--- config.mk ---
export PLATFORM = sky130hd
export DESIGN_NAME = pmet_cmd_fifo
export DESIGN_NICKNAME = d
export VERILOG_FILES = /design/src/rtl/core/pmet_pkg.sv /design/src/rtl/core/pmet_cmd_fifo.sv
export SDC_FILE = /design/constraint.sdc
export NUM_CORES = 1
export LEC_CHECK = 0
export BUFFER_PORTS_ARGS = -buffer_cell sky130_fd_sc_hd__buf_4
export CAP_MARGIN = 20
export CORE_MARGIN = 8
export CORE_UTILIZATION = 40
export DETAILED_ROUTE_END_ITERATION = 10
export GPL_TIMING_DRIVEN = 1
export SYNTH_ARGS = -nofsm -noshare
export SYNTH_HDL_FRONTEND = slang
export SYNTH_SLANG_ARGS = --single-unit
--- constraint.sdc ---
create_clock -name i_clk -period 3.6 [get_ports i_clk]
set_input_delay 0.54 -clock i_clk [delete_from_list [all_inputs] [get_ports i_clk]]
set_output_delay 0.54 -clock i_clk [all_outputs]
set_load 0.02 [all_outputs]
--- src/rtl/core/pmet_pkg.sv ---
// shared types, codes and widths for the per-material energy tally
package pmet_pkg;

    // default and largest material count
    localparam int DEF_NUM_MATERIALS = 16;
    localparam int MAX_MATERIALS     = 64;

    // transaction field widths
    localparam int ACTION_W = 3;
    localparam int MAT_W    = 7;
    localparam int ENERGY_W = 32;
    localparam int WEIGHT_W = 18;

    // arithmetic widths
    localparam int FRAC_DROP = 16;
    localparam int PROD_W    = ENERGY_W + WEIGHT_W;
    localparam int AMT_W     = PROD_W - FRAC_DROP;
    localparam int ACC_W     = 48;
    localparam int TOT_W     = 64;
    localparam int SQ_W      = 64;

    // slot number carried in a command, wide enough for the largest count
    localparam int SLOT_W = $clog2(MAX_MATERIALS);

    // depth of the command queue between front and back
    localparam int FIFO_DEPTH = 4;

    // action codes on the input channel
    localparam logic [ACTION_W-1:0] ACT_LOCAL_DEPOSIT  = 3'd0;
    localparam logic [ACTION_W-1:0] ACT_BEGIN_PARTICLE = 3'd1;
    localparam logic [ACTION_W-1:0] ACT_SAMPLED        = 3'd2;
    localparam logic [ACTION_W-1:0] ACT_STEP           = 3'd3;
    localparam logic [ACTION_W-1:0] ACT_MOVE_GEOM      = 3'd4;
    localparam logic [ACTION_W-1:0] ACT_END_HISTORY    = 3'd5;
    localparam logic [ACTION_W-1:0] ACT_READ_OUT       = 3'd6;
    localparam logic [ACTION_W-1:0] ACT_CLEAR          = 3'd7;

    // command codes in the queue
    localparam logic [1:0] CMD_DEPOSIT     = 2'd0;
    localparam logic [1:0] CMD_END_HISTORY = 2'd1;
    localparam logic [1:0] CMD_READ_OUT    = 2'd2;
    localparam logic [1:0] CMD_CLEAR       = 2'd3;

    typedef struct packed {
        logic [1:0]        op;
        logic [SLOT_W-1:0] slot;
        logic              subtract;
        logic [AMT_W-1:0]  amount;
    } t_cmd;

endpackage

--- src/rtl/core/pmet_cmd_fifo.sv ---
// short command queue between the front end and the execution back end
module pmet_cmd_fifo
    import pmet_pkg::*;
(
    input  logic i_clk,
    input  logic i_rst_n,
    input  logic i_push,
    input  t_cmd i_cmd,
    output logic o_full,
    input  logic i_pop,
    output t_cmd o_cmd,
    output logic o_empty
);

    localparam int PTR_W = $clog2(FIFO_DEPTH);
    localparam int CNT_W = PTR_W + 1;

    t_cmd             r_entry [FIFO_DEPTH];
    logic [PTR_W-1:0] r_wr_ptr;
    logic [PTR_W-1:0] r_rd_ptr;
    logic [CNT_W-1:0] r_count;

    assign o_full  = (r_count == CNT_W'(FIFO_DEPTH));
    assign o_empty = (r_count == '0);
    assign o_cmd   = r_entry[r_rd_ptr];

    always_ff @(posedge i_clk) begin
        if (!i_rst_n) begin
            r_wr_ptr <= '0;
            r_rd_ptr <= '0;
            r_count  <= '0;
        end else begin
            if (i_push) begin
                r_wr_ptr <= r_wr_ptr + PTR_W'(1);
            end
            if (i_pop) begin
                r_rd_ptr <= r_rd_ptr + PTR_W'(1);
            end
            if (i_push && !i_pop) begin
                r_count <= r_count + CNT_W'(1);
            end else if (i_pop && !i_push) begin
                r_count <= r_count - CNT_W'(1);
            end
        end
    end

    always_ff @(posedge i_clk) begin
        if (i_push) begin
            r_entry[r_wr_ptr] <= i_cmd;
        end
    end

endmodule

==> summary.md, run 1 <==
| Metric | Value |
|---|---|
| Status | `complete, no violations` |
| Root buf cell | `clkbuf_16` |
| Maximum clock insertion buffer count | `2` |
| Die H | `145 µm` |
| PortBufs | `91` |
| Tcrit/Tclk final | `74.4%` |
| CTS tree | `done` |
| Cell count after synthesis | `268` |
| Core Box Area | `16,500 µm²` |
| Final HPWL from detailed placement | `7630 µm` |
| Crit. End Element | `primary output` |
| Vias in the first global route | `3,296` |
| VDD IR max | `0.314 mV` |
| Final Cell Area | `8250 µm²` |
| Final nets | `432` |
| Multi-input logic area | `1230 µm²` |
| Data required, critical path | `3.06 ns` |
| H-tree Lvls | `4` |
| DRT iter0 DRCs | `157` |
| Slew margin rel. | `41.8%` |
| Post_cts resized | `0` |
| Total track usage | `12.0%` |
| PwrDens | `591 nW/µm²` |
| Die ar. | `21,200 µm²` |
| # DRC | `0` |
| # Post-CTS Setup Buffers | `0` |
| Hold Vio Cnt, Final | `0` |
| Cell leakage power | `2.82 nW` |
| Commonest non-fill, non-tap cells in the layout | `edfxtp_1 (172), buf_4 (101), mux4_2 (40)` |
| RePlAce Congestion | `0.653` |
| Ys Warns | `0` |
| Hold_ws | `0.316 ns` |
| Final setup fails | `0` |
| Critical path class | `flop to primary output` |
| Worst-skew pair later-pin latency | `0.42 ns` |
| RSZ-0062 raised after global routing | `no` |
| Register area share after synthesis | `79.7%` |
| Initial Utilization | `40.7%` |
| Hold Startpoint | `i_cmd[41]` |
| Die width | `145 µm` |
| Clk sink count | `181` |
| Final antenna-violating net count | `0` |
| Reg clk slew, reported paths | `0.06 ns` |
| Layout cells sized above 1 | `44.2%` |
| Site Rows | `47` |
| Synthesized Nets | `321` |
| CP Max Fanout | `23` |
| Worst Skew | `0.00412 ns` |
| #FFs+latches synth | `181` |
| Maximum clock frequency | `373 MHz` |
| Clock period minus worst slack | `2.68 ns` |
| Max Cap Viol | `0` |
| Hold crit path type | `primary input to flop` |
| First-pass GRT wire length | `18,900 µm` |
| Placed Area | `7650 µm²` |
| Layout fillers | `1,383` |
| Max Slew Vio Count | `0` |
| Via density | `4.80` |
| Total Power | `4.88 mW` |
| CTS Buf Count | `17` |
| Startpoint types | `flop` |
| Initial antenna violation count | `1` |
| CTS Hold Bufs | `0` |
| Synthesized area | `6710 µm²` |
| Reg-to-Reg Start | `r_wr_ptr[0]` |
| FF+latch area | `5350 µm²` |
| Grt ovf | `0` |
| WP data arrival | `2.14 ns` |
| Top Ports | `92` |
| Total detailed-routing wirelength | `11,900 µm` |
| Mean post-synth cell area | `25.0 µm²` |
| Post-synthesis cell type count | `22` |
| Pre-antenna DRT Iters | `4` |
| Most common cell after layout, fill and taps aside | `edfxtp_1` |
| Largest net degree at the start of global routing | `31` |
| Total negative slack | `0 ns` |
| Vias | `2,935` |
| Area growth, synth to finish | `23.0%` |
| # diodes | `0` |
| Worst Max-Slew Pin Slew | `0.873 ns` |
| WL/cell | `19.5 µm` |
## final cells by class
cell class              count  area share, %
well taps                 220           3.34
inverters                   4          0.182
clock inverters            12           1.96
multi-input cells          73           15.0
clock buffers              19           5.25
repair buffers            102           9.44
flip-flops and latches    181           64.9
## state kept, by name, summed over array words and instances, names as in the netlist, named ones only
register  flops
r_entry     172
r_rd_ptr      2
r_wr_ptr      2
r_count       3
## cells in the mapped netlist
cell      number  area share, %
a21boi_0       1           0.11
and2_1         9           0.84
buf_12         4            1.2
buf_2          4           0.30
buf_6          1           0.17
clkbuf_1       1          0.056
dfxtp_1        9            2.7
edfxtp_1     172             77
fa_1           1           0.30
ha_1           5           0.93
inv_1          4           0.22
mux2i_1        2           0.30
mux4_1         3            1.2
mux4_2        40             13
nand2_1        1          0.056
nor2b_1        2           0.19
nor3_1         1          0.075
nor3b_1        1           0.11
o21ai_0        1          0.075
or3_1          1          0.093
xnor2_1        2           0.26
xor2_1         3           0.39
## layer usage
layer	GRT usage [%]	share of wire (%)
met5	0	0.11
met4	4.69	1.3
met2	18.7	49
met3	4.94	5.5
met1	14.6	44
## critical path, cell delays in order, from the launching register on
cell and delay (ns):
dfxtp_4 0.64, buf_12 0.28, mux4_1 0.61, buf_4 0.18
## power by group
group | internal [mW] | switching, mW
clock network | 1.15 | 0.710
logic | 0.272 | 0.291
registers | 2.42 | 0.0418
total | 3.83 | 1.04
## logic make-up after synthesis
family / after synthesis / synth area share [%]
muxes: 45 / 14.9
DFF: 181 / 79.7
xor gates and xnor gates: 5 / 0.653
AOI/OAI and AO/OA: 2 / 0.187
buffers and inverters: 14 / 1.94
adders and majority gates: 6 / 1.23
and+or+nand+nor: 15 / 1.36
## metrics by stage
| step | utilization [%] | cells | setup WS, ns |
|---|---|---|---|
| 4_1_cts | 50.1 | 611 | 0.815 |
| 2_1_floorplan | - | 268 | 1.62 |
| 6_report | 50.1 | 611 | 0.921 |
| 3_3_place_gp | 46.5 | 580 | 1.28 |
| 3_5_place_dp | 46.5 | 580 | 1.28 |
| 5_1_grt | 50.1 | 611 | 0.737 |
## path summary, 6_finish.rpt
| check | end | cells after the start | slack [ns] |
|---|---|---|---|
| min reg2reg | r_count[2] | 2 | 0.51 |
| max reg2reg | r_entry[0][30] | 4 | 1.64 |
| max | o_cmd[39] | 3 | 0.92 |
| min | r_entry[2][41] | 1 | 0.32 |
No activity file was read; power rests on OpenSTA's default activity.
==> run 2, diff against run 1 <==
==> constraint.sdc (replaced) <==
create_clock -name i_clk -period 2.77 [get_ports i_clk]
set_input_delay 0.4155 -clock i_clk [delete_from_list [all_inputs] [get_ports i_clk]]
set_output_delay 0.4155 -clock i_clk [all_outputs]
set_load 0.02 [all_outputs]
==> summary.md, run 2 (synthesis gave the netlist of run 1 again) <==
| Metric | Value |
|---|---|
| Layout fillers | `1,367` |
| Data required, critical path | `2.35 ns` |
| Hold_ws | `0.191 ns` |
| WL/cell | `20.2 µm` |
| Placed Area | `7680 µm²` |
| CP most frequent cell | `buf_4` |
| Hold Vio Cnt, Final | `0` |
| Largest net degree at the start of global routing | `44` |
| Core Box Area | `16,500 µm²` |
| Pre-antenna DRT Iters | `4` |
| Slowest CP cell | `mux4_2` |
| Total track usage | `12.2%` |
| Top reg by flops | `r_entry` |
| Grt ovf | `0` |
| Initial antenna violation count | `1` |
| Crit. End Element | `primary output` |
| Total negative slack | `0 ns` |
| RePlAce Congestion | `0.654` |
| Commonest non-fill, non-tap cells in the layout | `edfxtp_1 (172), buf_4 (96), mux4_2 (40)` |
| RSZ-0062 raised after global routing | `no` |
| Via density | `4.96` |
| First-pass GRT wire length | `19,400 µm` |
| Final setup fails | `0` |
| Clk sink count | `181` |
| Tcrit/Tclk final | `85.9%` |
| WP data arrival | `1.96 ns` |
| Die ar. | `21,200 µm²` |
| Crit-path cells | `buf_4, mux4_2, buf_4` |
| CTS Hold Bufs | `0` |
| Status | `complete, no violations` |
| Total Power | `6.14 mW` |
| # Post-CTS Setup Buffers | `0` |
| Cell leakage power | `2.79 nW` |
| Clock period minus worst slack | `2.38 ns` |
| Top Ports | `92` |
| Max Slew Vio Count | `0` |
| Reg clk slew, reported paths | `0.07 ns` |
| Vias in the first global route | `3,431` |
| Worst-skew pair later-pin latency | `0.42 ns` |
| PortBufs | `91` |
| Worst Skew | `0.00521 ns` |
| Critical path class | `flop to primary output` |
| H-tree Lvls | `4` |
| Worst path max stage delay | `0.54 ns` |
| Site Rows | `47` |
| Final HPWL from detailed placement | `7730 µm` |
| VDD IR max | `0.471 mV` |
| Most common cell after layout, fill and taps aside | `edfxtp_1` |
| Fin cells | `609` |
| CTS tree | `done` |
| CTS Buf Count | `17` |
| Reg-to-Reg Start | `r_wr_ptr[0]` |
| Hold Startpoint | `i_cmd[9]` |
| Final Cell Area | `8210 µm²` |
| Layout cells sized above 1 | `45.0%` |
| CP Max Fanout | `13` |
| Die width | `145 µm` |
| Placed cell count | `578` |
| Maximum clock frequency | `420 MHz` |
| Slew margin rel. | `54.5%` |
| # diodes | `0` |
| # DRC | `0` |
| Max Cap Viol | `0` |
| Root buf cell | `clkbuf_16` |
| Post_cts resized | `0` |
| Final antenna-violating net count | `0` |
| Total detailed-routing wirelength | `12,300 µm` |
| Maximum clock insertion buffer count | `2` |
| FF-to-FF setup slack | `1.07 ns` |
| Area growth, synth to finish | `22.5%` |
| Die H | `145 µm` |
| Final nets | `430` |
| DRT iter0 DRCs | `152` |
| Hold crit path type | `primary input to flop` |
| Initial Utilization | `40.7%` |
| Startpoint types | `flop` |
| Max reg flops | `172` |
| PwrDens | `748 nW/µm²` |
| Worst Max-Slew Pin Slew | `0.683 ns` |
| Top Registers | `r_entry (172), r_count (3)` |
| Vias | `3,023` |
[run 2: changes by cell type in the layout (fill, tap and decap cells not counted)]
cell / change
clkinv_2: +3
buf_12: +3
clkinvlp_4: +1
bufinv_16: -3
clkinv_4: +1
clkbuf_1: -2
buf_4: -5
inv_6: +2
clkinv_1: -2
[run 2: path summary, 6_finish.rpt]
| path | endpoint | depth (start not counted) |
|---|---|---|
| hold reg to reg | r_count[2] | 2 |
| hold / removal | r_entry[0][9] | 1 |
| setup reg to reg | r_entry[0][7] | 4 |
| setup / recovery | o_cmd[19] | 3 |
[run 2: critical path: cells and delay by family, from the launching register on]
kind	cells	cell delay [ns]
multiplexers	1	0.54
flip-flops	1	0.52
buffers and inverters	2	0.47
[run 2: layer usage]
| metal | track usage (%) | vias to the layer above | wire [µm] |
|---|---|---|---|
| li1 | - | 1342 | - |
| met1 | 14.1 | 1595 | 5160 |
| met2 | 20.5 | 67 | 6330 |
| met3 | 4.07 | 17 | 622 |
| met4 | 5.15 | 2 | 199 |
| met5 | 0 | - | 13 |
[run 2: metrics by stage]
stage,util (%),setup WS [ns]
floorplan,-,0.789
global placement,46.6,0.795
detailed placement,46.6,0.786
CTS,49.9,0.329
global route,49.9,0.264
finish,49.9,0.390
[run 2: final cells by class]
class / count / area, µm² / share of cell area [%]
well taps: 220 / 275 / 3.35
clock inverters: 14 / 113 / 1.37
inverters: 4 / 15.0 / 0.183
repair buffers: 100 / 801 / 9.75
flip-flops and latches: 181 / 5350 / 65.1
multi-input cells: 73 / 1230 / 15.0
clock buffers: 17 / 425 / 5.18
[run 2: power by group]
part           switching, mW  total, mW  internal, mW
Clock                  0.980       2.20          1.22
Combinational          0.386      0.745         0.359
Sequential            0.0549       3.19          3.14
==> run 3, diff against run 2 <==
==> constraint.sdc (replaced) <==
create_clock -name i_clk -period 2.45 [get_ports i_clk]
set_input_delay 0.3675 -clock i_clk [delete_from_list [all_inputs] [get_ports i_clk]]
set_output_delay 0.3675 -clock i_clk [all_outputs]
set_load 0.02 [all_outputs]
==> summary.md, run 3 (synthesis gave the netlist of run 1 again) <==
| Metric | Value |
|---|---|
| Total Power | `7.46 mW` |
| DRT iter0 DRCs | `181` |
| Final setup fails | `0` |
| Critical path class | `flop to primary output` |
| Cell leakage power | `2.90 nW` |
| H-tree Lvls | `4` |
| Placed cell count | `583` |
| Most common cell after layout, fill and taps aside | `edfxtp_1` |
| Worst hold path depth | `1` |
| Pre-antenna DRT Iters | `6` |
| Final HPWL from detailed placement | `7840 µm` |
| PortBufs | `91` |
| Worst Max-Slew Pin Slew | `0.471 ns` |
| Hold crit path type | `primary input to flop` |
| Die ar. | `21,200 µm²` |
| Maximum clock insertion buffer count | `2` |
| Tcrit/Tclk final | `90.2%` |
| Die width | `145 µm` |
| Final nets | `444` |
| R2R cell count | `4` |
| Fin cells | `624` |
| Status | `complete, no violations` |
| RSZ-0062 raised after global routing | `no` |
| Reg clk slew, reported paths | `0.07 ns` |
| Vias | `3,051` |
| Crit. End Element | `primary output` |
| Clk pwr share | `40.0%` |
| Top Registers | `r_entry (172), r_count (3)` |
| Final antenna-violating net count | `0` |
| Maximum clock frequency | `453 MHz` |
| Post_cts resized | `0` |
| Commonest non-fill, non-tap cells in the layout | `edfxtp_1 (172), buf_4 (112), mux4_2 (40)` |
| Worst-skew pair later-pin latency | `0.42 ns` |
| CTS Hold Bufs | `0` |
| Initial antenna violation count | `0` |
| R2r endpoint | `r_count[2]` |
| VDD IR max | `0.496 mV` |
| Max reg flops | `172` |
| Startpoint types | `flop` |
| Via density | `4.89` |
| WL/cell | `19.8 µm` |
| PwrDens | `886 nW/µm²` |
| Area growth, synth to finish | `25.6%` |
| Max Cap Viol | `0` |
| WHS Endpoint | `r_entry[2][36]` |
| Total negative slack | `0 ns` |
| WP data arrival | `1.84 ns` |
| Slew margin rel. | `68.6%` |
| Max Slew Vio Count | `0` |
| Hold Vio Cnt, Final | `0` |
| Initial Utilization | `40.7%` |
| Total track usage | `12.1%` |
| Top Ports | `92` |
| First-pass GRT wire length | `19,100 µm` |
| Hold Startpoint | `i_cmd[36]` |
| Worst Skew | `0.00578 ns` |
| Vias in the first global route | `3,387` |
| Total net switching power | `1.64 mW` |
| CTS tree | `done` |
| Largest net degree at the start of global routing | `30` |
| Layout cells sized above 1 | `47.5%` |
| CP Max Fanout | `14` |
| # DRC | `0` |
| Site Rows | `47` |
| Total detailed-routing wirelength | `12,300 µm` |
| Fin util | `51.1%` |
| CTS Buf Count | `17` |
| Core Box Area | `16,500 µm²` |
| FF-to-FF setup slack | `0.92 ns` |
| # Post-CTS Setup Buffers | `0` |
| Reg-to-Reg Start | `r_count[0]` |
| Clock period minus worst slack | `2.21 ns` |
| Net switching fraction of the power | `21.9%` |
| Top reg by flops | `r_entry` |
| Grt ovf | `0` |
| Clk sink count | `181` |
| RePlAce Congestion | `0.636` |
| Data required, critical path | `2.08 ns` |
| Reg power frac | `48.3%` |
| Comb pwr share | `11.7%` |
| Root buf cell | `clkbuf_16` |
| # diodes | `0` |
| Die H | `145 µm` |
| Layout fillers | `1,354` |
| Pint | `5.83 mW` |
==> run 3: layout make-up <==
class,count,area (µm²),area share (%)
clock buffers,18,439,5.22
multi-input cells,73,1230,14.7
clock inverters,14,225,2.67
flip-flops and latches,181,5350,63.5
inverters,4,15.0,0.178
repair buffers,114,881,10.5
well taps,220,275,3.27
==> run 3: how the worst max path moves through the flow <==
stage	endpoint	slack (ns)	cells after the start
final	o_cmd[29]	0.24	3
after global routing	o_cmd[27]	0.14	3
after CTS	o_cmd[27]	0.03	3
after detailed placement	o_cmd[27]	0.49	3
after global placement	o_cmd[29]	0.50	3
after floorplan	r_entry[2][0]	0.47	3
==> run 3: critical path: stages, from the launching register on <==
cell and delay [ns]:
dfxtp_4 0.48, buf_12 0.21, mux4_1 0.55, buf_4 0.17
==> run 3: per-layer routing <==
| metal | track usage, % | wire [µm] |
|---|---|---|
| met2 | 20.3 | 6270 |
| met3 | 4.48 | 683 |
| met1 | 13.6 | 5190 |
| met5 | 0 | 0 |
| met4 | 5.15 | 200 |
==> run 3: power by group through the flow <==
stage               Sequential (mW)  Clock, mW  Combinational, mW
global route                   3.61       3.18              0.943
detailed placement             3.68          0              0.864
finish                         3.60       2.99              0.875
floorplan                      3.65          0              0.523
CTS                            3.61       3.06              0.866
global placement               3.67          0              0.853
==> run 3: metrics by stage <==
step                setup WS (ns)  hold slack [ns]  area [µm²]
floorplan                   0.469            0.466        6710
global placement            0.503            0.494        7680
detailed placement          0.495            0.532        7680
CTS                        0.0274            0.118        8340
global route                0.143            0.120        8420
finish                      0.241            0.145        8420
