**src/rtl/core/pmet_pkg.sv**
```systemverilog
// shared types, codes and widths for the per-material energy tally
package pmet_pkg;

    // default and largest material count
    localparam int DEF_NUM_MATERIALS = 16;
    localparam int MAX_MATERIALS     = 64;

    // transaction field widths
    localparam int ACTION_W = 3;
    localparam int MAT_W    = 7;
    localparam int ENERGY_W = 32;
    localparam int WEIGHT_W = 18;

    // arithmetic widths
    localparam int FRAC_DROP = 16;
    localparam int PROD_W    = ENERGY_W + WEIGHT_W;
    localparam int AMT_W     = PROD_W - FRAC_DROP;
    localparam int ACC_W     = 48;
    localparam int TOT_W     = 64;
    localparam int SQ_W      = 64;

    // slot number carried in a command, wide enough for the largest count
    localparam int SLOT_W = $clog2(MAX_MATERIALS);

    // depth of the command queue between front and back
    localparam int FIFO_DEPTH = 4;

    // action codes on the input channel
    localparam logic [ACTION_W-1:0] ACT_LOCAL_DEPOSIT  = 3'd0;
    localparam logic [ACTION_W-1:0] ACT_BEGIN_PARTICLE = 3'd1;
    localparam logic [ACTION_W-1:0] ACT_SAMPLED        = 3'd2;
    localparam logic [ACTION_W-1:0] ACT_STEP           = 3'd3;
    localparam logic [ACTION_W-1:0] ACT_MOVE_GEOM      = 3'd4;
    localparam logic [ACTION_W-1:0] ACT_END_HISTORY    = 3'd5;
    localparam logic [ACTION_W-1:0] ACT_READ_OUT       = 3'd6;
    localparam logic [ACTION_W-1:0] ACT_CLEAR          = 3'd7;

    // command codes in the queue
    localparam logic [1:0] CMD_DEPOSIT     = 2'd0;
    localparam logic [1:0] CMD_END_HISTORY = 2'd1;
    localparam logic [1:0] CMD_READ_OUT    = 2'd2;
    localparam logic [1:0] CMD_CLEAR       = 2'd3;

    typedef struct packed {
        logic [1:0]        op;
        logic [SLOT_W-1:0] slot;
        logic              subtract;
        logic [AMT_W-1:0]  amount;
    } t_cmd;

endpackage

```
**src/rtl/core/pmet_front.sv**
```systemverilog
// front end: accepts transactions, forms the weighted energy and classifies them
module pmet_front
    import pmet_pkg::*;
#(
    parameter int NUM_MATERIALS = DEF_NUM_MATERIALS
) (
    input  logic                i_clk,
    input  logic                i_rst_n,
    input  logic                i_valid,
    output logic                o_ready,
    input  logic [ACTION_W-1:0] i_action,
    input  logic [MAT_W-1:0]    i_material,
    input  logic [ENERGY_W-1:0] i_energy,
    input  logic [WEIGHT_W-1:0] i_weight,
    output logic                o_push,
    output t_cmd                o_cmd,
    input  logic                i_full
);

    logic                r_stg_vld;
    logic [ACTION_W-1:0] r_act;
    logic [MAT_W-1:0]    r_mat;
    logic [ENERGY_W-1:0] r_energy;
    logic [WEIGHT_W-1:0] r_weight;

    logic              mat_ok;
    logic [MAT_W-1:0]  mat_m1;
    logic [PROD_W-1:0] product;
    logic              keep;
    logic              stg_done;

    assign mat_ok  = (r_mat != '0) && (r_mat <= MAT_W'(NUM_MATERIALS));
    assign mat_m1  = r_mat - MAT_W'(1);
    assign product = PROD_W'(r_energy) * PROD_W'(r_weight);

    always_comb begin
        keep           = 1'b1;
        o_cmd.op       = CMD_DEPOSIT;
        o_cmd.slot     = mat_m1[SLOT_W-1:0];
        o_cmd.subtract = 1'b0;
        o_cmd.amount   = product[PROD_W-1:FRAC_DROP];
        unique case (r_act) inside
            ACT_LOCAL_DEPOSIT, ACT_SAMPLED, ACT_STEP, ACT_MOVE_GEOM: begin
                keep = mat_ok;
            end
            ACT_BEGIN_PARTICLE: begin
                keep           = mat_ok;
                o_cmd.subtract = 1'b1;
            end
            ACT_END_HISTORY: begin
                o_cmd.op = CMD_END_HISTORY;
            end
            ACT_READ_OUT: begin
                o_cmd.op = CMD_READ_OUT;
            end
            default: begin
                o_cmd.op = CMD_CLEAR;
            end
        endcase
    end

    // void or out-of-range events leave the stage without a command
    assign o_push   = r_stg_vld && keep && !i_full;
    assign stg_done = r_stg_vld && (!keep || !i_full);
    assign o_ready  = !r_stg_vld || stg_done;

    always_ff @(posedge i_clk) begin
        if (!i_rst_n) begin
            r_stg_vld <= 1'b0;
        end else if (o_ready) begin
            r_stg_vld <= i_valid;
        end
    end

    always_ff @(posedge i_clk) begin
        if (i_valid && o_ready) begin
            r_act    <= i_action;
            r_mat    <= i_material;
            r_energy <= i_energy;
            r_weight <= i_weight;
        end
    end

endmodule

```
**config.mk**
```make
export PLATFORM = sky130hd
export DESIGN_NAME = pmet_front
export DESIGN_NICKNAME = d
export VERILOG_FILES = /design/src/rtl/core/pmet_pkg.sv /design/src/rtl/core/pmet_front.sv
export SDC_FILE = /design/constraint.sdc
export NUM_CORES = 1
export LEC_CHECK = 0
export ABC_AREA = 0
export BUFFER_PORTS_ARGS = -buffer_cell sky130_fd_sc_hd__buf_2
export CAP_MARGIN = 40
export CORE_MARGIN = 2
export CORE_UTILIZATION = 49
export DETAILED_ROUTE_END_ITERATION = 10
export PLACE_DENSITY = 0.69
export SYNTH_ARGS = -nofsm -noshare
export SYNTH_HDL_FRONTEND = slang
export SYNTH_SLANG_ARGS = --single-unit
```
**constraint.sdc**
```tcl
create_clock -name i_clk -period 13.3 [get_ports i_clk]
set_clock_uncertainty 0.2 [all_clocks]
set_input_delay 0 -clock i_clk [delete_from_list [all_inputs] [get_ports i_clk]]
set_output_delay 0 -clock i_clk [all_outputs]
set_load 0.005 [all_outputs]
```
==> impl_metrics.yaml, run 1 <==
critical_path:
  cp_max_fo: 20
  start_kind: "flop"
  crit_top_cell: "fa_1"
  crit_family: "adder cells"
  max_stage_delay_ns: 0.68
  path_buf_inv: 7
  path_cells: "buf_4, nand2_1, fa_1, inv_1, fa_1, inv_1, fa_1, inv_1, fa_1, fa_1, inv_1, fa_1, inv_1, ha_1, a21o_1, a21o_1, a21oi_1, o31ai_1, nor2_1, o21ai_0, a21oi_1, xnor2_1, buf_2"
  end_kind: "output port"
  cp.required_ns: 13.10
  critPathSlowestCell: "edfxtp_1"
  critPathKind: "flop to output port"
  cp.arrival_ns: 7.41
clocking:
  clock_latency_ns: 0.36
  cts_resized: 0
  cts_sinks: 61
  ctsHoldBuffers: 62
  cts_tree: "done"
  htreeDepth: 3
  cts_buffers: 9
  clock_path_buffers: 2
  root_buffer: "clkbuf_16"
  postCtsSetupBuffers: 0
  clk_pin_slew_ns: 0.07
logic_synthesis:
  netlist.top_cell.by_area: "fa_1"
  synth_area_per_cell_um2: 9.15
  postSynthCellCount: 2173
  syn_area_mm2: 0.0199
  async_flop_share: 0
  yosysSeqAreaShare: 0.0916
  synth_ff_type: "edfxtp_1"
  synth_cell_type_count: 54
  synth_fp_nets: 2837
  synth-seq-cells: 61
  synth_edf_count: 60
  synth_warnings: 0
  synthTopCellsByArea: "fa_1 (48%), inv_1 (10%), edfxtp_1 (9.1%)"
  synth_top_area_share: 0.481
floorplan:
  core_area_mm2: 0.0399
  die_x_um: 205
  chipHeight_um: 205
  fp-row-count: 73
  io_pins: 109
  dieArea_mm2: 0.0422
  start_util: 0.498
timing:
  fin_hold_ws_ns: 0.0831
  tns_ns: 0
  tightest_slew_ns: 0.963
  setup_ws_ns: 5.69
  hold_viol: 0
  period_minus_slack_ns: 7.61
  drv_slew: 0
  rsz0062_at_grt: "false"
  max_freq_mhz: 131
  finalCritPeriodShare: 0.572
  maxSlewHeadroom: 0.358
  setup_viol: 0
cells_and_area:
  layout_commonest_cell: "inv_1"
  drive_gt1_frac: 0.0698
  area_delta_synth_final_pct: 9.59
  final_cell_mix: "inv_1 (540), fa_1 (478), nand2_1 (388)"
  fill_cells: 3572
  antenna_cells: 0
  nets: 2936
global_route:
  grt_pass1_wl_um: 89000
  grt_max_degree: 61
  antenna_found_initial: 1
  track_usage: 0.278
  grt_pass1_vias: 17017
  grt_overflow: 0
routing:
  drt_first_pass_iters: 7
  antenna_left: 0
  wl_per_cell_um: 19.3
  drt-total-wl_um: 54100
  route.detailed.drc: 0
  drtIter0Drc: 1007
  num_vias: 15041
  avgViaCountPerCell: 5.37
hold_path:
  min_path_type: "input pin to output port"
run_status:
  status: "complete, no violations"
placement:
  place.port_buffers: 108
  hpwl_um: 40300
  post-place-ws_ns: 6.14
  place.gp.congestion: 0.930
run:
  maxCapViolCount: 0
[area by class of cell]
cell class,instances,area [um2],share of cell area
inverters,540,2030,0.0930
repair buffers,193,1330,0.0612
multi-input cells,1467,15600,0.718
clock inverters,7,81.3,0.00373
well taps,525,657,0.0302
flip-flops and latches,61,1820,0.0836
clock buffers,9,225,0.0103
[state kept, by name, indices dropped and copies added (netlist names)]
| register | flops |
|---|---|
| r_mat | 7 |
| r_energy | 32 |
| r_weight | 18 |
| r_act | 3 |
| r_stg_vld | 1 |
[tightest hold or removal path, stage by stage]
cell and delay, ns:
buf_2 0.12, nor2b_1 0.05, buf_2 0.12
[through the flow]
| step | area (um2) | utilization | cells |
|---|---|---|---|
| after floorplan | 19900 | - | 2173 |
| after global placement | 20900 | 0.523 | 2724 |
| after detailed placement | 20900 | 0.523 | 2724 |
| after CTS | 21800 | 0.546 | 2802 |
| after global routing | 21800 | 0.546 | 2802 |
| final | 21800 | 0.546 | 2802 |
[worst paths after layout]
| kind | startpoint | end | slack, ns | cells after the start |
|---|---|---|---|---|
| hold reg to reg | r_stg_vld | r_energy[28] | 1.02 | 3 |
| hold / removal | i_full | o_push | 0.08 | 3 |
| setup / recovery | r_weight[10] | o_cmd[16] | 5.69 | 23 |
| setup reg to reg | r_mat[0] | r_weight[16] | 10.53 | 8 |
[logic make-up after synthesis]
family | share of synthesized area
AO/OA/AOI/OAI | 0.0466
XOR/XNOR | 0.0150
adder cells (fa/ha/maj) | 0.558
buffers and inverters | 0.122
flip-flops | 0.0916
multiplexers | 0.000504
AND/OR/NAND/NOR | 0.166
[metal layers]
| metal | global-route usage | share of wire | vias up |
|---|---|---|---|
| met4 | 0.120 | 0.041 | 0 |
| met5 | 0 | 0 | - |
| met3 | 0.0451 | 0.072 | 140 |
| li1 | - | - | 6532 |
| met2 | 0.486 | 0.50 | 638 |
| met1 | 0.340 | 0.38 | 7731 |
[Yosys cell counts, drive strengths merged (2+ instances only)]
| cell type | count |
|---|---|
| a211o | 2 |
| a211oi | 3 |
| a21boi | 2 |
| a21o | 27 |
| a21oi | 40 |
| a221oi | 3 |
| a31oi | 6 |
| and2 | 225 |
| and3 | 4 |
| and4 | 4 |
| buf | 6 |
| clkbuf | 99 |
| edfxtp | 60 |
| fa | 478 |
| ha | 122 |
| inv | 540 |
| nand2 | 388 |
| nand2b | 4 |
| nand3 | 11 |
| nand4 | 11 |
| nor2 | 26 |
| nor2b | 4 |
| nor3 | 9 |
| nor4 | 2 |
| o211ai | 5 |
| o21a | 4 |
| o21ai | 25 |
| o21bai | 8 |
| o31ai | 6 |
| xnor2 | 20 |
| xor2 | 14 |
Power of run 1 is left out: the tool's default activity adds up to more than one toggle a clock period on the data nets, which glitch-free logic cannot reach.
==> inputs of run 2 (changes only) <==
- PLACE_DENSITY: 0.69 -> 0.72
- clock period: 13.3 -> 7 ns (I/O delays scaled with it)
==> run 2 against run 1 <==
Against the previous run:
- the run now ends with hold timing left
- final area up 9.4%
- first-iteration DRC count up 6.1%
- global-route usage down 0.77 points
- register-to-register slack worse by 6.6 ns
- die area unchanged
- wire length up 2.4%
- critical path type unchanged
- largest cell class unchanged
==> impl_metrics.yaml, run 2 (same netlist as run 1, synthesis figures left out) <==
run_status:
  status: "finished with violations"
  violations: "hold timing"
timing:
  rsz0062_at_grt: "true"
  finalCritPeriodShare: 0.999
  maxSlewHeadroom: 0.437
  fin_hold_ws_ns: -0.00884
  period_minus_slack_ns: 7.00
  setup_viol: 0
  drv_slew: 0
  tightest_slew_ns: 0.843
  max_freq_mhz: 143
  hold_viol: 9
cells_and_area:
  final_cell_mix: "inv_1 (532), fa_1 (469), nand2_1 (384)"
  reg.largest.list: "r_energy: 32 flops, r_weight: 18 flops, r_mat: 7 flops"
  largest_reg_flops: 32
  regMostFlops: "r_energy"
  layout_commonest_cell: "inv_1"
  fill_cells: 3254
  nets: 3107
  utilization: 0.597
  area_delta_synth_final_pct: 19.8
  drive_gt1_frac: 0.160
critical_path:
  cp.arrival_ns: 6.80
  start_kind: "flop"
  path_cells: "buf_6, and2_1, fa_1, inv_1, fa_1, fa_1, inv_1, fa_1, fa_1, fa_1, ha_1, a21oi_1, or2_2, o211ai_1, o211ai_1, buf_4, a211o_4, and4_2, nor3_1, a311oi_2, buf_2"
  r2r-start: "r_mat[0]"
  max_stage_delay_ns: 0.55
  crit_top_cell: "fa_1"
  end_kind: "output port"
  cp_max_fo: 5
  crit_family: "adder cells"
  path_buf_inv: 5
  critPathSlowestCell: "fa_1"
  critPathKind: "flop to output port"
  setup.worst_path.start: "r_weight[6]"
  cp.required_ns: 6.80
clocking:
  clock_latency_ns: 0.34
  clk_pin_slew_ns: 0.06
  clock_path_buffers: 2
  cts_tree: "done"
  cts_sinks: 61
  root_buffer: "clkbuf_16"
  htreeDepth: 3
  cts_buffers: 9
placement:
  place.port_buffers: 108
  hpwl_um: 43600
  place.gp.congestion: 0.874
routing:
  drt_first_pass_iters: 5
  antenna_left: 0
  route.detailed.drc: 0
  num_vias: 15682
  avgViaCountPerCell: 5.27
  drt-total-wl_um: 55400
  drtIter0Drc: 1068
  wl_per_cell_um: 18.6
floorplan:
  io_pins: 109
  start_util: 0.498
  chipHeight_um: 205
  fp-row-count: 73
  dieArea_mm2: 0.0422
  die_x_um: 205
  core_area_mm2: 0.0399
hold_path:
  min_from: "i_full"
  min_path_type: "input pin to flop"
global_route:
  track_usage: 0.270
  grt_pass1_vias: 17263
  grt_overflow: 0
  grt_max_degree: 39
  antenna_found_initial: 3
  grt_pass1_wl_um: 87600
run:
  maxCapViolCount: 0
## run 2: changes by cell type in the layout (fill, tap and decap cells not counted), moves of 8 or more
cell	change
buf_12	+18
buf_4	+138
buf_6	+11
fa_1	-9
fa_2	+9
ha_1	-17
ha_4	+16
inv_1	-8
inv_2	+8
## run 2: layer usage
metal | vias to the layer above | wire length (um) | global-route usage
li1 | 6881 | - | -
met1 | 7992 | 20600 | 0.322
met2 | 666 | 28600 | 0.487
met3 | 143 | 3470 | 0.0344
met4 | 0 | 2610 | 0.121
met5 | - | 0 | 0
## run 2: final cells by class
class | count | area, um2 | area share
Antenna cell | 3 | 7.51 | 0.000315
Timing Repair Buffer | 364 | 2930 | 0.123
Clock buffer | 10 | 239 | 0.0100
Inverter | 540 | 2030 | 0.0851
Clock inverter | 6 | 93.8 | 0.00394
Tap cell | 525 | 657 | 0.0276
Sequential cell | 61 | 1820 | 0.0765
Multi-Input combinational cell | 1467 | 16000 | 0.673
## run 2: worst paths after layout
path	endpoint	slack [ns]	depth (start not counted)
max reg2reg	r_energy[21]	3.90	8
min reg2reg	r_mat[6]	0.75	2
max	o_cmd[28]	0.004	21
min	r_mat[6]	-0.009	2
## run 2: repair_timing
| action | CTS | global route |
|---|---|---|
| pin swaps | 0 | 40 |
| resized for setup | 15 | 77 |
| cloned | 0 | 6 |
| endpoints found under the hold margin | 61 | 0 |
| buffers inserted | 43 | 44 |
| endpoints found under the setup margin | 20 | 17 |
| hold buffers | 62 | 0 |
## run 2: per-stage QoR
| stage | cell area (um2) | std cells | TNS, ns | setup WS, ns |
|---|---|---|---|---|
| final | 23800 | 2976 | 0 | 0.00435 |
| after floorplan | 19900 | 2173 | 0 | 0.762 |
| after global routing | 23800 | 2976 | -1.03 | -0.146 |
| after detailed placement | 21500 | 2803 | -0.449 | -0.203 |
| after CTS | 22900 | 2924 | -0.0180 | -0.0180 |
| after global placement | 21500 | 2802 | -0.337 | -0.114 |
Power of run 2 is left out for the same reason.
==> inputs of run 3 (changes only) <==
- CORE_MARGIN: 2 -> 3
==> run 3 against run 2 <==
Against the previous run:
- critical path depth grew 3
- die area grew 2.0%
- cell count shrank 1.0%
- sequential cell count is the same
- the run now ends clean
- maximum frequency grew 0.95%
- highest routed layer unchanged
==> impl_metrics.yaml, run 3 (same netlist as run 1, synthesis figures left out) <==
timing:
  drv_slew: 0
  finalCritPeriodShare: 0.990
  hold_viol: 0
  maxSlewHeadroom: 0.443
  tightest_slew_ns: 0.835
  max_freq_mhz: 144
  rsz0062_at_grt: "true"
  setup_viol: 0
  period_minus_slack_ns: 6.93
cells_and_area:
  nets: 3079
  regMostFlops: "r_energy"
  largest_reg_flops: 32
  antenna_cells: 0
  final_cell_mix: "inv_1 (535), fa_1 (466), nand2_1 (384)"
  drive_gt1_frac: 0.153
  layout_commonest_cell: "inv_1"
  area_delta_synth_final_pct: 18.8
  design_area_mm2: 0.0236
  reg.largest.list: "r_energy: 32 flops, r_weight: 18 flops, r_mat: 7 flops"
floorplan:
  io_pins: 109
  core_area_mm2: 0.0399
  chipHeight_um: 207
  start_util: 0.498
  dieArea_mm2: 0.0430
  fp-row-count: 73
  die_x_um: 207
critical_path:
  cp.required_ns: 6.80
  critPathKind: "flop to output port"
  end_kind: "output port"
  cp_max_fo: 10
  cp.arrival_ns: 6.73
  start_kind: "flop"
hold_path:
  min_path_type: "input pin to output port"
global_route:
  grt_pass1_vias: 17669
  grt_pass1_wl_um: 89700
  grt_overflow: 0
  antenna_found_initial: 1
  grt_max_degree: 61
  track_usage: 0.263
routing:
  drtIter0Drc: 1017
  avgViaCountPerCell: 5.30
  num_vias: 15611
  route.detailed.drc: 0
  antenna_left: 0
  drt-total-wl_um: 55400
  wl_per_cell_um: 18.8
  drt_first_pass_iters: 5
run:
  maxCapViolCount: 0
placement:
  place.gp.congestion: 0.950
  hpwl_um: 43700
  place.port_buffers: 108
  placed_area_mm2: 0.0215
clocking:
  root_buffer: "clkbuf_16"
  cts_buffers: 9
  clk_pin_slew_ns: 0.06
  clock_latency_ns: 0.34
  htreeDepth: 3
  cts_tree: "done"
  clock_path_buffers: 2
  cts_sinks: 61
run_status:
  status: "complete, no violations"
[run 3: cell count changes in the layout (fill, tap and decap cells not counted), sizes merged]
| cell | change |
|---|---|
| diode | -3 |
| inv | -1 |
| buf | -28 |
| clkbuf | -1 |
| bufinv | -1 |
| clkinv | +3 |
[run 3: cell type report]
type                    instances  area [um2]
clock buffers                   9         225
clock inverters                 7        73.8
fillers                      3300       16300
inverters                     540        2030
multi-input cells            1467       16100
flip-flops and latches         61        1820
well taps                     525         657
repair buffers                336        2730
[run 3: per-stage QoR]
step                      hold slack (ns)  TNS (ns)  worst slack [ns]   util  instances
after global placement            -0.0237         0             0.169  0.538       2791
after CTS                          0.0890         0           0.00535  0.575       2914
after global routing                0.113    -0.637            -0.128  0.592       2945
after floorplan                    -0.170         0             0.762      -       2173
final                              0.0886         0            0.0705  0.592       2945
after detailed placement          -0.0219         0             0.108  0.538       2791
[run 3: worst paths after layout]
kind / to / startpoint / cells after the start / slack [ns]
max: o_cmd[30] / r_weight[6] / 24 / 0.07
min: o_push / i_full / 3 / 0.09
max reg2reg: r_energy[16] / r_mat[0] / 8 / 4.30
min reg2reg: r_mat[4] / r_stg_vld / 3 / 1.01
[run 3: worst max-delay path: stages (launching register included)]
cell and delay (ns):
edfxtp_1 0.44, buf_4 0.17, buf_12 0.13, and2_1 0.15, fa_1 0.53, inv_1 0.05
fa_1 0.46, fa_1 0.53, inv_1 0.06, fa_1 0.49, fa_1 0.49, inv_1 0.05
fa_1 0.47, inv_1 0.07, ha_4 0.28, nand4_4 0.14, or3_4 0.35, nor2_2 0.09
o211ai_1 0.09, buf_4 0.18, a211o_1 0.29, and3_4 0.21, o41ai_4 0.32, xor2_1 0.20
buf_2 0.14
[run 3: timing repair]
action | in CTS | in global routing
pin swaps | 7 | 47
buffers inserted | 45 | 29
gates resized for setup | 12 | 85
setup endpoints to repair | 17 | 18
gates cloned | 0 | 2
endpoints found under the hold margin | 61 | 0
hold buffers | 62 | 0
[run 3: routing by layer]
layer,vias up,global-route usage,wire [um]
met1,7954,0.301,19500
li1,6823,-,-
met4,0,0.141,3730
met2,633,0.482,28800
met5,-,0,0
met3,201,0.0320,3250
Power of run 3 is left out for the same reason.
